## src/trt_pkg.sv

```systemverilog
package trt_pkg;

   localparam logic [3:0] OP_REGISTER   = 4'd0;
   localparam logic [3:0] OP_UNREGISTER = 4'd1;
   localparam logic [3:0] OP_LOOKUP     = 4'd2;
   localparam logic [3:0] OP_IS_LOCAL   = 4'd3;
   localparam logic [3:0] OP_IS_RES     = 4'd4;
   localparam logic [3:0] OP_SET_STATE  = 4'd5;
   localparam logic [3:0] OP_SET_VER    = 4'd6;
   localparam logic [3:0] OP_ACCESS     = 4'd7;
   localparam logic [3:0] OP_ACQUIRE    = 4'd8;
   localparam logic [3:0] OP_RELEASE    = 4'd9;
   localparam logic [3:0] OP_VALIDATE   = 4'd10;
   localparam logic [3:0] OP_LOCK       = 4'd11;
   localparam logic [3:0] OP_UNLOCK     = 4'd12;

   localparam logic [2:0] ST_HOT      = 3'd0;
   localparam logic [2:0] ST_WARM     = 3'd1;
   localparam logic [2:0] ST_LOCKED   = 3'd2;
   localparam logic [2:0] ST_EVICTING = 3'd3;

   localparam logic REG_PROMOTE = 1'b0;
   localparam logic REG_LOCAL   = 1'b1;

   localparam int          CSR_AW        = 3;
   localparam logic [15:0] PROMOTE_RESET = 16'd10;
   localparam logic [7:0]  LOCAL_RESET   = 8'd0;
   localparam logic [9:0]  US_PER_MS     = 10'd1000;

   typedef struct packed {
      logic [15:0] promote_threshold;
      logic [7:0]  local_node;
   } cfg_type;

   typedef struct packed {
      logic [63:0] key;
      logic [2:0]  mode;
      logic [7:0]  owner;
      logic [31:0] ver;
      logic [63:0] touch_time;
      logic [31:0] touches;
   } entry_type;

   typedef struct packed {
      logic [63:0] key;
      logic [31:0] ver;
      logic [63:0] deadline;
      logic [7:0]  node;
   } lease_type;

   function automatic logic is_resident(input logic [2:0] s);
      return (s == ST_HOT) || (s == ST_WARM) || (s == ST_LOCKED);
   endfunction

endpackage

```

## src/trt_csr.sv

```systemverilog
module trt_csr
   import trt_pkg::*;
(
   input  logic                clock,
   input  logic                reset,
   input  logic                psel,
   input  logic                penable,
   input  logic                pwrite,
   input  logic [CSR_AW-1:0]   paddr,
   input  logic [31:0]         pwdata,
   output logic [31:0]         prdata,
   output logic                pready,
   output cfg_type             cfg
);

   cfg_type cfg_ff;
   cfg_type cfg_in;

   always_comb begin
      cfg_in = cfg_ff;
      if (psel && penable && pwrite) begin
         case (paddr[2])
            REG_PROMOTE: cfg_in.promote_threshold = pwdata[15:0];
            REG_LOCAL:   cfg_in.local_node = pwdata[7:0];
            default:     cfg_in = cfg_ff;
         endcase
      end
   end

   always_ff @(posedge clock) begin
      if (reset) begin
         cfg_ff.promote_threshold <= PROMOTE_RESET;
         cfg_ff.local_node <= LOCAL_RESET;
      end else begin
         cfg_ff <= cfg_in;
      end
   end

   always_comb begin
      case (paddr[2])
         REG_PROMOTE: prdata = {16'd0, cfg_ff.promote_threshold};
         REG_LOCAL:   prdata = {24'd0, cfg_ff.local_node};
         default:     prdata = 32'd0;
      endcase
   end

   assign pready = 1'b1;
   assign cfg = cfg_ff;

endmodule

```

## config.mk

```make
export PLATFORM = sky130hd
export DESIGN_NAME = trt_csr
export DESIGN_NICKNAME = d
export VERILOG_FILES = /design/src/trt_pkg.sv /design/src/trt_csr.sv
export SDC_FILE = /design/constraint.sdc
export NUM_CORES = 1
export LEC_CHECK = 0
export BUFFER_PORTS_ARGS = -buffer_cell sky130_fd_sc_hd__buf_2
export CORE_MARGIN = 2
export CORE_UTILIZATION = 40
export DETAILED_ROUTE_END_ITERATION = 10
export GPL_ROUTABILITY_DRIVEN = 1
export PLACE_DENSITY = 0.76
export SYNTH_ARGS = -nofsm -noshare
export SYNTH_HDL_FRONTEND = slang
export SYNTH_SLANG_ARGS = --single-unit
```

## constraint.sdc

```tcl
create_clock -name clock -period 1.7 [get_ports clock]
set_clock_uncertainty 0.2 [all_clocks]
set_input_delay 0.17 -clock clock [delete_from_list [all_inputs] [get_ports clock]]
set_output_delay 0.17 -clock clock [all_outputs]
set_load 0.05 [all_outputs]
```

==> flow_metrics.tcl <==
set metrics [dict create \
    status "completed" \
    crit_arrival_ns 1.14 \
    cap_violations 0 \
    place_hpwl_um 2000 \
    routed_wl_um 2860 \
    diodes 0 \
    clock_latency_ns 0.31 \
    r2r_cells 2 \
    hold_class "input pin to register" \
    io_buffers 61 \
    cp.required_ns 1.33 \
    pre_cts_slack_ns 0.255 \
    die-area_um2 3810 \
    grt_max_degree 43 \
    antenna_found_initial 0 \
    finalSetupTns_ns 0 \
    gr-total-overflow 0 \
    rsz0062_at_grt "false" \
    area_growth_pct 35.9 \
    fin_crit_sh 0.887 \
    postSynthAreaPerCell_um2 9.79 \
    p_seq_frac 0.486 \
    synth_warnings 0 \
    switchingPower_uw 396 \
    clockBufferDepth 2 \
    power.density_nw_per_um2 663 \
    ys_seq_area_frac 0.361 \
    p_leak_nw 0.891 \
    r2r_end "cfg[20]" \
    layout_commonest_cell "buf_2" \
    drc 0 \
    min_period_ns 1.51 \
    cp_max_fo 3 \
    report.final.hold_viol_count 0 \
    cts_hold_buf 16 \
    start_util 0.429 \
    switching_share 0.330 \
    p_comb_frac 0.265 \
    vias_per_cell 4.29 \
    hold_path_end "cfg[1]" \
    internal_power_uw 804 \
    fin_nets 252 \
    place_inst 235 \
    cts_made_buffers 3 \
    cp-start-kind "register" \
    die-width_um 61.7 \
    grtUsageTotal 0.149 \
    clk_pin_slew_ns 0.13 \
    ctsResizeCount 0 \
    critPathKind "register to primary output" \
    worst_slew_pin_slew_ns 0.515 \
    final_cell_mix "buf_2, nand2b_1, mux2i_1, dfxtp_1, conb_1" \
    syn_inst 136 \
    largest_reg_flops 24 \
    place_congestion 0.720 \
    postPlaceCellArea_um2 1610 \
    cp-end-kind "primary output" \
    whs_ns 0.115 \
    clkSinkCount 24 \
    rows 20 \
    layout-drive-gt1-share 0.403 \
    ir_drop_uv 516 \
    dr.first_iter.drc_count 35 \
    core_um2 3100 \
    ys_types 15 \
    die_y_um 61.7 \
    fin_area_um2 1810 \
    r2r_start "cfg[20]" \
    first_pass_iters 4 \
    cts_tree "yes" \
    setup_viol 0 \
    grt_pass1_wl_um 4220 \
    fin_cells 255 \
    fin_ws_ns 0.193 \
    netlist_area_um2 1330 \
    ioPinCount 97 \
    slew_headroom 0.657 \
    fillers 294 \
    hold_path.startpoint "penable" \
    clkPwrFrac 0.249 \
    vias 1094 \
    htreeDepth 1 \
    slew_violations 0 \
    grt_pass1_vias 1012 \
    fmax_ghz 0.663 \
    cts_root_buf "clkbuf_4" \
    ys_ff_latch 24 \
    post-cts-setup-buffer-count 0 \
    ant_nets 0 \
    post_drt_wl_per_cell_um 11.2 \
    reg2reg_setup_slack_ns 0.85 \
    hold_depth 3 \
]
==> stage by stage <==
step / util / total power, mW
finish: 0.583 / 1.20
global route: 0.583 / 1.25
detailed placement: 0.520 / 0.886
floorplan: - / 0.861
CTS: 0.583 / 1.21
global placement: 0.520 / 0.884
==> kinds of logic (layout without fill, tap and decap cells) <==
group | count (synthesis) | count (layout) | share of synthesized area
DFF | 24 | 24 | 0.361
buffers and inverters | 25 | 85 | 0.139
muxes | 32 | 32 | 0.248
other | 2 | 17 | 0.00564
and+or+nand+nor | 53 | 53 | 0.246
==> metal layers <==
metal / wire (um) / global-route usage / vias to the layer above
li1: - / - / 556
met1: 1310 / 0.165 / 492
met2: 1380 / 0.284 / 44
met3: 146 / 0.0311 / 2
met4: 27 / 0.0456 / 0
met5: 0 / 0 / -
==> cell usage after synthesis, drive strengths merged <==
cell,number,area share
and4,1,0.0066
and4b,1,0.0075
buf,21,0.13
clkbuf,4,0.011
conb,2,0.0056
dfxtp,24,0.36
mux2,8,0.068
mux2i,24,0.18
nand2b,38,0.18
nand4,1,0.0047
nor2,4,0.011
nor2b,8,0.038
==> power by group through the flow <==
stage | Combinational, mW | Clock [mW] | Sequential (mW)
after floorplan | 0.223 | 0 | 0.638
after global placement | 0.288 | 0 | 0.596
after detailed placement | 0.290 | 0 | 0.596
after CTS | 0.318 | 0.309 | 0.584
after global routing | 0.338 | 0.325 | 0.586
final | 0.318 | 0.298 | 0.584
==> worst max-delay path: stages, from the launching register on <==
cell and delay (ns):
dfxtp_1 0.35, mux2_2 0.26, buf_2 0.21
==> worst max path at each step <==
stage / start / endpoint / slack (ns)
6_report: cfg[8] / prdata[0] / 0.19
5_1_grt: cfg[4] / prdata[4] / 0.15
4_1_cts: cfg[8] / prdata[0] / 0.18
3_5_place_dp: paddr[2] / prdata[5] / 0.26
3_3_place_gp: paddr[2] / prdata[3] / 0.27
2_1_floorplan: cfg[18] / prdata[10] / 0.14
==> cell type report <==
type	instances	area, um^2	area share
well taps	44	55.1	0.0304
multi-input cells	102	742	0.410
repair buffers	81	495	0.274
flip-flops and latches	24	480	0.266
clock buffers	4	36.3	0.0201
No activity file was read; power rests on OpenSTA's default activity.
